## config.mk

```make
export PLATFORM = sky130hd
export DESIGN_NAME = periodic_token_bucket_throttle_unit
export DESIGN_NICKNAME = d
export VERILOG_FILES = /design/src/sv/ptbt_pkg.sv /design/src/sv/periodic_token_bucket_throttle_unit.sv
export SDC_FILE = /design/constraint.sdc
export NUM_CORES = 1
export LEC_CHECK = 0
export ABC_AREA = 1
export BUFFER_PORTS_ARGS = -buffer_cell sky130_fd_sc_hd__buf_2
export CORE_AREA = 2 2 168 203
export DETAILED_ROUTE_END_ITERATION = 8
export DIE_AREA = 0 0 170 205
export GPL_TIMING_DRIVEN = 0
export PLACE_DENSITY = 0.68
export SYNTH_ARGS = -nofsm -noshare
export SYNTH_HDL_FRONTEND = slang
export SYNTH_SLANG_ARGS = --single-unit
```

## constraint.sdc

```tcl
create_clock -name i_clk -period 13.2 [get_ports i_clk]
set_input_delay 1.32 -clock i_clk [delete_from_list [all_inputs] [get_ports i_clk]]
set_output_delay 1.32 -clock i_clk [all_outputs]
set_load 0.1 [all_outputs]
```

## src/sv/ptbt_pkg.sv

```systemverilog
// Shared types and codes for the periodic token bucket throttle unit.
`timescale 1ns / 1ps

package ptbt_pkg;

    localparam int CREDIT_W  = 25;
    localparam int ELAPSED_W = 21;
    localparam int CAP_W     = 24;
    localparam int PERIOD_W  = 20;
    localparam int THRESH_W  = 16;
    localparam int BYTES_W   = 16;
    localparam int GROUP_W   = 32;
    localparam int ADDR_W    = 5;
    localparam int DATA_W    = 32;

    localparam logic [CREDIT_W-1:0]  CREDIT_MAX  = '1;
    localparam logic [ELAPSED_W-1:0] ELAPSED_MAX = '1;

    localparam logic [CAP_W-1:0]    CAP_RESET    = '0;
    localparam logic [PERIOD_W-1:0] PERIOD_RESET = PERIOD_W'(1000);
    localparam logic [THRESH_W-1:0] THRESH_RESET = THRESH_W'(1500);

    typedef enum logic [2:0] {
        REG_BUCKET_CAPACITY = 3'd0,
        REG_PERIOD_TICKS    = 3'd1,
        REG_CARRY_THRESHOLD = 3'd2,
        REG_FILL_INITIALLY  = 3'd3,
        REG_ENABLED         = 3'd4
    } t_reg_index;

    typedef enum logic {
        OP_TICK    = 1'b0,
        OP_REQUEST = 1'b1
    } t_op;

    typedef enum logic [1:0] {
        ST_GRANTED = 2'd0,
        ST_ERROR   = 2'd1,
        ST_BUSY    = 2'd2
    } t_status;

    typedef struct packed {
        logic               op;
        logic [BYTES_W-1:0] request_bytes;
    } t_in_item;

    typedef struct packed {
        logic [1:0]         status;
        logic [GROUP_W-1:0] group_number;
    } t_out_item;

endpackage

```

## src/sv/periodic_token_bucket_throttle_unit.sv

```systemverilog
// Top level of the periodic token bucket throttle unit.
`timescale 1ns / 1ps

// Channel   | Direction | Handshake              | Payload
// ----------+-----------+------------------------+----------------------------------
// input     | in        | i_valid / o_stall      | i_data  (op, request_bytes)
// output    | out       | o_valid / i_stall      | o_data  (status, group_number)
// config    | in        | psel/penable/pwrite    | paddr, pwdata, prdata, pready
//
// One transaction per cycle unless the consumer stalls: an accepted transaction
// lands in the input register, and once the result register can take it, is resolved
// against the bucket state and any result is written to the result register. The single
// bucket state update per resolved transaction sets the rate at one transaction per clock.
// Reset (synchronous, active low) clears bucket state and restores registers.
// o_stall rises only while the input register is full and the result register
// is held by a stalled consumer.

module periodic_token_bucket_throttle_unit (
    input  logic                       i_clk,
    input  logic                       i_rst_n,
    // input channel
    input  logic                       i_valid,
    output logic                       o_stall,
    input  ptbt_pkg::t_in_item         i_data,
    // output channel
    output logic                       o_valid,
    input  logic                       i_stall,
    output ptbt_pkg::t_out_item        o_data,
    // configuration port
    input  logic                       psel,
    input  logic                       penable,
    input  logic                       pwrite,
    input  logic [ptbt_pkg::ADDR_W-1:0] paddr,
    input  logic [ptbt_pkg::DATA_W-1:0] pwdata,
    output logic [ptbt_pkg::DATA_W-1:0] prdata,
    output logic                       pready
);
    import ptbt_pkg::*;

    // configuration registers
    logic [CAP_W-1:0]    r_capacity;
    logic [PERIOD_W-1:0] r_period;
    logic [THRESH_W-1:0] r_threshold;
    logic                r_fill_init;
    logic                r_enabled;

    // bucket state
    logic [CREDIT_W-1:0]  r_credit;
    logic [ELAPSED_W-1:0] r_elapsed;
    logic [GROUP_W-1:0]   r_group;
    logic                 r_pending_valid;
    logic [BYTES_W-1:0]   r_pending_bytes;

    // input and result registers
    logic      r_in_valid;
    t_in_item  r_in;
    logic      r_out_valid;
    t_out_item r_out;

    logic       w_proc_go;
    logic       w_proc;
    logic       w_cfg_wr;
    t_reg_index w_reg_idx;

    logic                 w_is_tick;
    logic                 w_uses_bucket;
    logic [ELAPSED_W-1:0] w_elapsed_inc;
    logic [ELAPSED_W-1:0] w_elapsed_base;
    logic                 w_due;
    logic                 w_refill;
    logic [CREDIT_W:0]    w_sum;
    logic [CREDIT_W-1:0]  w_credit_ref;
    logic [GROUP_W-1:0]   w_group_ref;
    logic [BYTES_W-1:0]   w_bytes;
    logic                 w_fits;
    logic                 w_has_result;
    t_out_item            w_result;
    logic signed [CREDIT_W+1:0] w_shift;
    logic [CREDIT_W-1:0]  w_credit_shift;

    assign pready    = 1'b1;
    assign w_cfg_wr  = psel && penable && pwrite && pready;
    assign w_reg_idx = t_reg_index'(paddr[ADDR_W-1:2]);

    // advance the input register whenever the result register can take a result
    assign w_proc_go = !r_out_valid || !i_stall;
    assign w_proc    = r_in_valid && w_proc_go;
    assign o_stall   = r_in_valid && !w_proc_go;

    assign o_valid = r_out_valid;
    assign o_data  = r_out;

    // read back
    always_comb begin
        prdata = '0;
        case (w_reg_idx)
            REG_BUCKET_CAPACITY: prdata = DATA_W'(r_capacity);
            REG_PERIOD_TICKS:    prdata = DATA_W'(r_period);
            REG_CARRY_THRESHOLD: prdata = DATA_W'(r_threshold);
            REG_FILL_INITIALLY:  prdata = DATA_W'(r_fill_init);
            REG_ENABLED:         prdata = DATA_W'(r_enabled);
            default:             prdata = '0;
        endcase
    end

    // Resolve the transaction in the input register against the bucket.
    // A tick touches the bucket only when a request waits; a new request touches
    // it only when enabled and nothing waits.
    always_comb begin
        w_is_tick      = (r_in.op == OP_TICK);
        w_elapsed_inc  = (r_elapsed == ELAPSED_MAX) ? r_elapsed : r_elapsed + 1'b1;
        w_elapsed_base = w_is_tick ? w_elapsed_inc : r_elapsed;
        w_uses_bucket  = w_is_tick ? r_pending_valid : (r_enabled && !r_pending_valid);
        w_due          = w_elapsed_base > ELAPSED_W'(r_period);
        w_refill       = w_uses_bucket && w_due;

        // refill: add when below the carry threshold, else reload
        w_sum = (CREDIT_W+1)'(r_credit) + (CREDIT_W+1)'(r_capacity);
        if (!w_due) begin
            w_credit_ref = r_credit;
        end else if (r_credit < CREDIT_W'(r_threshold)) begin
            w_credit_ref = w_sum[CREDIT_W] ? CREDIT_MAX : w_sum[CREDIT_W-1:0];
        end else begin
            w_credit_ref = CREDIT_W'(r_capacity);
        end
        w_group_ref = w_due ? r_group + 1'b1 : r_group;

        w_bytes = w_is_tick ? r_pending_bytes : r_in.request_bytes;
        w_fits  = CREDIT_W'(w_bytes) <= w_credit_ref;

        w_result     = '0;
        w_has_result = 1'b0;
        if (w_is_tick) begin
            if (r_pending_valid && w_fits) begin
                w_has_result        = 1'b1;
                w_result.status     = ST_GRANTED;
                w_result.group_number = w_group_ref;
            end
        end else if (!r_enabled) begin
            w_has_result    = 1'b1;
            w_result.status = ST_ERROR;
        end else if (r_pending_valid) begin
            w_has_result    = 1'b1;
            w_result.status = ST_BUSY;
        end else if (w_fits) begin
            w_has_result        = 1'b1;
            w_result.status     = ST_GRANTED;
            w_result.group_number = w_group_ref;
        end
    end

    // capacity write shifts credit by the change, clamped to the credit range
    always_comb begin
        w_shift = $signed({2'b00, r_credit})
                + $signed({3'b000, pwdata[CAP_W-1:0]})
                - $signed({3'b000, r_capacity});
        if (w_shift < 0) begin
            w_credit_shift = '0;
        end else if (w_shift > $signed({2'b00, CREDIT_MAX})) begin
            w_credit_shift = CREDIT_MAX;
        end else begin
            w_credit_shift = w_shift[CREDIT_W-1:0];
        end
    end

    // configuration registers
    always_ff @(posedge i_clk) begin
        if (!i_rst_n) begin
            r_capacity  <= CAP_RESET;
            r_period    <= PERIOD_RESET;
            r_threshold <= THRESH_RESET;
            r_fill_init <= 1'b1;
            r_enabled   <= 1'b1;
        end else if (w_cfg_wr) begin
            case (w_reg_idx)
                REG_BUCKET_CAPACITY: r_capacity  <= pwdata[CAP_W-1:0];
                REG_PERIOD_TICKS:    r_period    <= pwdata[PERIOD_W-1:0];
                REG_CARRY_THRESHOLD: r_threshold <= pwdata[THRESH_W-1:0];
                REG_FILL_INITIALLY:  r_fill_init <= pwdata[0];
                REG_ENABLED:         r_enabled   <= pwdata[0];
                default: ;
            endcase
        end
    end

    // bucket state
    always_ff @(posedge i_clk) begin
        if (!i_rst_n) begin
            r_credit        <= '0;
            r_elapsed       <= '0;
            r_group         <= '0;
            r_pending_valid <= 1'b0;
        end else if (w_cfg_wr && w_reg_idx == REG_BUCKET_CAPACITY) begin
            if (r_fill_init) begin
                r_credit <= w_credit_shift;
            end
        end else if (w_proc) begin
            if (w_is_tick) begin
                r_elapsed <= w_refill ? '0 : w_elapsed_inc;
            end else if (w_refill) begin
                r_elapsed <= '0;
            end
            if (w_uses_bucket) begin
                r_credit <= w_fits ? w_credit_ref - CREDIT_W'(w_bytes) : w_credit_ref;
                r_group  <= w_group_ref;
                // grant clears a waiting request; a misfit request starts waiting
                r_pending_valid <= !w_fits;
            end
        end
    end

    // waiting request bytes need no reset
    always_ff @(posedge i_clk) begin
        if (w_proc && !w_is_tick && w_uses_bucket && !w_fits) begin
            r_pending_bytes <= r_in.request_bytes;
        end
    end

    // input register
    always_ff @(posedge i_clk) begin
        if (!i_rst_n) begin
            r_in_valid <= 1'b0;
        end else if (!o_stall) begin
            r_in_valid <= i_valid;
        end
    end

    always_ff @(posedge i_clk) begin
        if (i_valid && !o_stall) begin
            r_in <= i_data;
        end
    end

    // result register
    always_ff @(posedge i_clk) begin
        if (!i_rst_n) begin
            r_out_valid <= 1'b0;
        end else if (w_proc_go) begin
            r_out_valid <= w_proc && w_has_result;
        end
    end

    always_ff @(posedge i_clk) begin
        if (w_proc && w_has_result) begin
            r_out <= w_result;
        end
    end

    // group number moves by at most one per cycle
    a_group_step: assert property (@(posedge i_clk) disable iff (!i_rst_n)
        1'b1 |=> (r_group == $past(r_group)) || (r_group == $past(r_group) + 1'b1))
        else $error("group number jumped");

    // a tick that grants the waiting request clears it
    a_tick_grant_clears: assert property (@(posedge i_clk) disable iff (!i_rst_n)
        (w_proc && w_is_tick && r_pending_valid && w_fits && !w_cfg_wr)
        |=> !r_pending_valid)
        else $error("waiting request not cleared by grant");

    // credit never grows without a refill or a capacity write
    a_credit_growth: assert property (@(posedge i_clk) disable iff (!i_rst_n)
        (!w_cfg_wr && !(w_proc && w_refill)) |=> (r_credit <= $past(r_credit)))
        else $error("credit grew without refill");

    // input side stalls only with a held transaction
    a_stall_held: assert property (@(posedge i_clk) disable iff (!i_rst_n)
        o_stall |-> (r_in_valid && r_out_valid && i_stall))
        else $error("stall without a held transaction");

endmodule
```

=== After elaboration in Yosys (flattened, before gate mapping) ===
Cells that the tools add are included.

* Add/sub/neg operators: 6
* Multiplexer cells: 31
* Reductions and logical operators: 31
* Equality and inequality tests: 7
* $lt $le $gt $ge: 5
* Bitwise logic cells: 1

{| class="wikitable"
|+ Operators with widths
! operator !! number
|-
| $mux W25 || 10
|-
| $mux W32 || 5
|-
| $pmux W24 S5 || 1
|-
| $mux W21 || 5
|-
| $add A25 B24 Y26 || 2
|-
| $mux W34 || 1
|-
| $add A32 B1 Y32 const B || 1
|-
| $gt A27 B26 Y1 const B || 1
|-
| $lt A27 B1 Y1 const B || 1
|-
| $sub A26 B24 Y27 || 1
|-
| $le A16 B25 Y1 || 1
|-
| $lt A25 B16 Y1 || 1
|-
| $sub A25 B16 Y25 || 1
|-
| $add A21 B1 Y21 const B || 1
|-
| $eq A21 B21 Y1 const B || 1
|-
| $gt A21 B20 Y1 || 1
|-
| $mux W16 || 1
|-
| $logic_and A1 B1 Y1 || 13
|-
| $reduce_and A2 Y1 || 5
|-
| $reduce_and A3 Y1 || 3
|-
| $eq A3 B2 Y1 const B || 2
|-
| $logic_not A1 Y1 || 6
|-
| $mux W1 || 6
|-
| $mux W2 || 2
|-
| other kinds (8) || 9
|}

* Flip-flop bits (word level): 210

=== Longest topological paths before layout ===
* Depth in word-level cells: 11
* Mapped depth: 52
* Depth with buffers taken out: 50

=== Least setup slack after synthesis ===
Ideal clock, no wire load.

* Path kind: reg-to-reg
* From: register r_elapsed[0]
* To: register r_out (netlist bit o_data[0]) (enable)
* Path buffers: 3
* Data required time: 12811 ps
* Clock period less this slack: 6596 ps
* Arrival: 6207 ps
* Setup time: 389 ps
* Slack: 6604 ps
* Stages on the path, launching flop included: 47
* Path through: dfxtp_1 ha_1 nand3_1 nor2_4 nand4_1 nand2_1 nor2_1 nand2_1 nor2_1 nand2_1 inv_1 nand2_1 nor2_1 nand2_1 nor2_1 nand4_1 xor2_1 nand2_1 [... 11 more ...] o21ai_0 inv_1 ha_1 nand2_1 o21ai_0 nand2_1 nand2_1 nand2_1 nand2_1 nand2_1 nor2_1 nand3_1 nand3_1 nor2_2 buf_6 nand2_1 nand3_1 inv_1

* Cells in the longest elaborated chain, start to end: 11
* Elaborated cells on any way between the ends: 14
* Classes of those cells: add/sub: 1; order compare: 2; eq/ne: 1; mux: 8; reduce/logical: 2

{| class="wikitable"
|+ RTL lines
! what !! line !! RTL
|-
| start: declaration || periodic_token_bucket_throttle_unit.sv:49 || <nowiki>logic [ELAPSED_W-1:0] r_elapsed;</nowiki>
|-
| start signal: assignment || periodic_token_bucket_throttle_unit.sv:199 || <nowiki>r_elapsed <= w_refill ? '0 : w_elapsed_inc;</nowiki>
|-
| $add A21 B1 Y21 or $eq A21 B21 Y1 (tied branches) || periodic_token_bucket_throttle_unit.sv:111 || <nowiki>w_elapsed_inc = (r_elapsed == ELAPSED_MAX) ? r_elapsed : r_elapsed + 1'b1;</nowiki>
|-
| $mux W21 || periodic_token_bucket_throttle_unit.sv:111 ||
|-
| $mux W21 * || periodic_token_bucket_throttle_unit.sv:112 || <nowiki>w_elapsed_base = w_is_tick ? w_elapsed_inc : r_elapsed;</nowiki>
|-
| $gt A21 B20 Y1 * || periodic_token_bucket_throttle_unit.sv:114 || <nowiki>w_due = w_elapsed_base > ELAPSED_W'(r_period);</nowiki>
|-
| $mux W25 * || periodic_token_bucket_throttle_unit.sv:119 || <nowiki>if (!w_due) begin</nowiki>
|-
| $le A16 B25 Y1 * || periodic_token_bucket_throttle_unit.sv:129 || <nowiki>w_fits = CREDIT_W'(w_bytes) <= w_credit_ref;</nowiki>
|-
| $mux W1 || periodic_token_bucket_throttle_unit.sv:145 || <nowiki>end else if (w_fits) begin</nowiki>
|-
| $mux W1 || periodic_token_bucket_throttle_unit.sv:142 || <nowiki>end else if (r_pending_valid) begin</nowiki>
|-
| $mux W1 || periodic_token_bucket_throttle_unit.sv:139 || <nowiki>end else if (!r_enabled) begin</nowiki>
|-
| $mux W1 * || periodic_token_bucket_throttle_unit.sv:133 || <nowiki>if (w_is_tick) begin</nowiki>
|-
| $logic_and A1 B1 Y1 * || periodic_token_bucket_throttle_unit.sv:244 || <nowiki>if (w_proc && w_has_result) begin</nowiki>
|-
| end signal: assignment || periodic_token_bucket_throttle_unit.sv:245 || <nowiki>r_out <= w_result;</nowiki>
|-
| end: declaration || periodic_token_bucket_throttle_unit.sv:58 || <nowiki>t_out_item r_out;</nowiki>
|}

Mark *: on every way between the ends. The rest lies on a longest branch, timed or not.
A chain may end at the register's enable or synchronous reset.

=== Worst setup path after layout ===
Ends and elaborated chain as after synthesis.

==> flow_metrics.py <==
metrics = {
    "status": {
        "status": "complete, no violations",
    },
    "route": {
        "drt_first_pass_iters": 6,
        "via_count": 16060,
        "wl_per_cell_um": 18.7,
        "drtIter0Drc": 1367,
        "wl_mm": 55.1,
        "ant_nets": 0,
        "viasPerCell": 5.46,
        "route.detailed.drc": 0,
    },
    "pwr": {
        "p_leak_nw": 8.98,
        "power.density_mw_per_mm2": 111,
        "pwr-share-clk_pct": 36.3,
        "power_frac_seq_pct": 35.4,
        "power.switching_mw": 0.725,
        "vdd_drop_max_uv": 93.8,
        "combPwrFrac_pct": 28.3,
        "p_sw_share_pct": 36.0,
        "internal-power_mw": 1.29,
    },
    "cells_and_area": {
        "stdcell_area_mm2": 0.0182,
        "register_area_mm2": 0.00487,
        "multi_input_area_mm2": 0.00935,
        "area_delta_synth_final_pct": 12.2,
        "drive_gt1_share_pct": 8.34,
        "n_fill_cell": 3285,
        "nets": 2701,
        "diodes": 0,
    },
    "cts": {
        "cts_buffers": 25,
        "clk-insertion-delay-late_ps": 580,
        "clk_pin_slew_ps": 60,
        "cts_tree": "yes",
        "cts_setup_buffers": 0,
        "clockBufferDepth": 3,
        "post_cts.resized_instances": 0,
        "cts_root_buffer": "clkbuf_16",
        "cts.sinks": 210,
        "ctsHoldBuffers": 0,
        "h-tree-depth": 1,
    },
    "global_routing": {
        "grt_max_degree": 35,
        "track_usage_pct": 31.6,
        "antenna_found_initial": 1,
        "first_global_vias": 15153,
        "gr-total-overflow": 0,
        "grt_pass1_wl_mm": 84.4,
    },
    "sta": {
        "maxSlewHeadroom_pct": 29.2,
        "min_period_ps": 8390,
        "period_share_pct": 63.5,
        "rsz0062_at_grt": "false",
        "worst_pin_slew_ps": 1060,
        "fin_tns_setup_ps": 0,
        "worst_clock_skew_ps": 21.9,
        "fmax_mhz": 119,
        "hold_violations": 0,
        "slew_violations": 0,
        "setup_viol_count_final": 0,
    },
    "die": {
        "core_mm2": 0.0329,
        "num_io_pins": 130,
        "die_w_um": 170,
        "dieArea_mm2": 0.0349,
        "rows": 73,
        "initial_core_util_pct": 49.3,
        "die_h_um": 205,
    },
    "worst_setup_path": {
        "worstSetupPathType": "flop to flop",
        "max_stage_delay_ps": 610,
        "worstPathArrival_ps": 8700,
        "slowest_stage": "clkbuf_1",
        "required_ps": 13510,
        "path_max_fanout": 25,
        "start_kind": "flop",
        "cp-end-kind": "flop",
        "cp_common_cell": "nand2_1",
    },
    "synthesis": {
        "synth_top_area_share_pct": 17.6,
        "synth_edf_count": 67,
        "yosys_warnings": 0,
        "ys_types": 54,
        "syn_area_mm2": 0.0162,
        "synth_area_leaders": "dfxtp_1, edfxtp_1, nand2_1",
        "synth.avg_cell_area_um2": 6.86,
        "synth_cells": 2365,
        "yosys_register_bits": 210,
        "ys_async_sr_fraction_pct": 0,
        "ys_seq_area_share_pct": 30.1,
        "synth_area_leader_cell": "dfxtp_1",
        "synth_flop_cell": "dfxtp_1",
    },
    "worst_hold_path": {
        "hold_path.class": "flop to flop",
    },
    "placed_design": {
        "placed_area_mm2": 0.0173,
        "portBuffers": 109,
        "hpwl_mm": 44.8,
        "place_congestion": 0.986,
    },
    "flow_run": {
        "max_cap_viol_count": 0,
    },
}
## cells in the final DEF, fill, tap and decap left out, types with 6 or more instances in the layout
| master | count |
|---|---|
| buf_4 | 10 |
| a31oi_1 | 6 |
| o21bai_1 | 9 |
| buf_2 | 115 |
| ha_1 | 104 |
| nand2_1 | 526 |
| nand3_1 | 110 |
| fa_1 | 26 |
| xnor2_1 | 32 |
| conb_1 | 9 |
| a21oi_1 | 241 |
| edfxtp_1 | 67 |
| nor3_1 | 25 |
| nor3_2 | 6 |
| o21ai_0 | 156 |
| clkbuf_16 | 25 |
| dfxtp_1 | 143 |
| inv_1 | 425 |
| clkbuf_1 | 74 |
| xor2_1 | 58 |
| nor2_1 | 171 |
| nor4_1 | 9 |
| nand4_1 | 37 |
| mux2i_1 | 15 |
| o211ai_1 | 25 |
| o221ai_1 | 14 |
## path summary, 6_finish.rpt
kind                                   start            endpoint  slack, ps  cells past startpoint
worst max-delay path            r_elapsed[0]           o_data[0]       4810                     46
worst min-delay path                 r_in[1]  r_pending_bytes[1]        450                      0
worst max register to register  r_elapsed[0]           o_data[0]       4810                     46
worst min register to register       r_in[1]  r_pending_bytes[1]        450                      0
## worst max-delay path, delay by kind of cell, from the launching register on
kind / cells / cell delay, ps
and+or+nand+nor: 30 / 3960
buffers and inverters: 8 / 1910
adders and majority gates: 3 / 860
AOI/OAI and AO/OA: 4 / 820
DFF: 1 / 360
xor gates and xnor gates: 1 / 170
## state kept, by name, indices dropped and copies added (netlist names)
signal and count:
o_data 34, o_valid 1, r_capacity 24, r_credit 25
r_elapsed 21, r_enabled 1, r_fill_init 1, r_group 32
r_in 17, r_in_valid 1, r_pending_bytes 16, r_pending_valid 1
r_period 20, r_threshold 16
## per-layer routing
layer  GRT usage [%]  up-vias  wire length [um]
li1                -     7932                 -
met1            41.3     7481             23700
met2            54.3      554             26200
met3            3.27       93              3280
met4            11.1        0              1870
met5               0        -                 0
## final cells by class
type / instances / area share (%)
timing repair buffer: 111 / 3.23
multi-input combinational: 1642 / 51.4
clock buffer: 35 / 3.75
buffer: 89 / 2.25
sequential: 210 / 26.8
clock inverter: 11 / 0.860
inverter: 431 / 8.89
tap: 412 / 2.83
## Yosys cell counts, types with 3 or more instances
cell type and n:
mux2i_1 15, clkbuf_1 66, nand3_2 3, nor2_4 5
nor2_1 172, a21oi_2 4, o21ai_0 156, nand2_2 4
nor2_2 4, buf_4 10, a211oi_1 3, and2_1 3
a21o_1 4, nor3_1 25, edfxtp_1 67, nand4_1 37
xnor2_1 32, dfxtp_1 143, fa_1 26, inv_1 425
nand3_1 110, nand2_1 526, ha_1 104, buf_1 3
o21bai_1 9, inv_2 5, xor2_1 58, buf_6 4
a31oi_1 6, a21oi_1 241, or2_2 5, nor4_1 9
o211ai_1 25, buf_2 6, o22ai_1 4, nor3_2 6
o221ai_1 14
## power groups by stage
stage / registers (mW) / logic (mW) / clock network, mW
after global routing: 0.716 / 0.631 / 0.767
after global placement: 0.727 / 0.554 / 0
after CTS: 0.714 / 0.563 / 0.741
final: 0.714 / 0.571 / 0.732
after detailed placement: 0.728 / 0.560 / 0
after floorplan: 0.744 / 0.387 / 0
## logic make-up (layout without fill, tap and decap cells)
family	Yosys count	count (layout)	share of synthesized area, %
AND/OR/NAND/NOR	921	921	24.4
buffers and inverters	520	677	12.5
AO/OA/AOI/OAI	477	477	16.0
flip-flops	210	210	30.1
adder cells (fa/ha/maj)	130	130	11.2
XOR/XNOR	90	90	4.86
multiplexers	15	15	0.926
other	2	9	0.0463
## stage by stage
| stage | worst slack, ps | total power, mW | std cells | hold slack [ps] | util [%] |
|---|---|---|---|---|---|
| floorplan | 6600 | 1.13 | 2372 | 418 | - |
| global placement | 4210 | 1.28 | 2893 | 436 | 52.6 |
| detailed placement | 4520 | 1.29 | 2894 | 440 | 52.7 |
| CTS | 4480 | 2.02 | 2940 | 455 | 55.2 |
| global route | 4210 | 2.11 | 2941 | 471 | 55.3 |
| finish | 4810 | 2.02 | 2941 | 447 | 55.3 |
No activity file was read; power rests on OpenSTA's default activity.
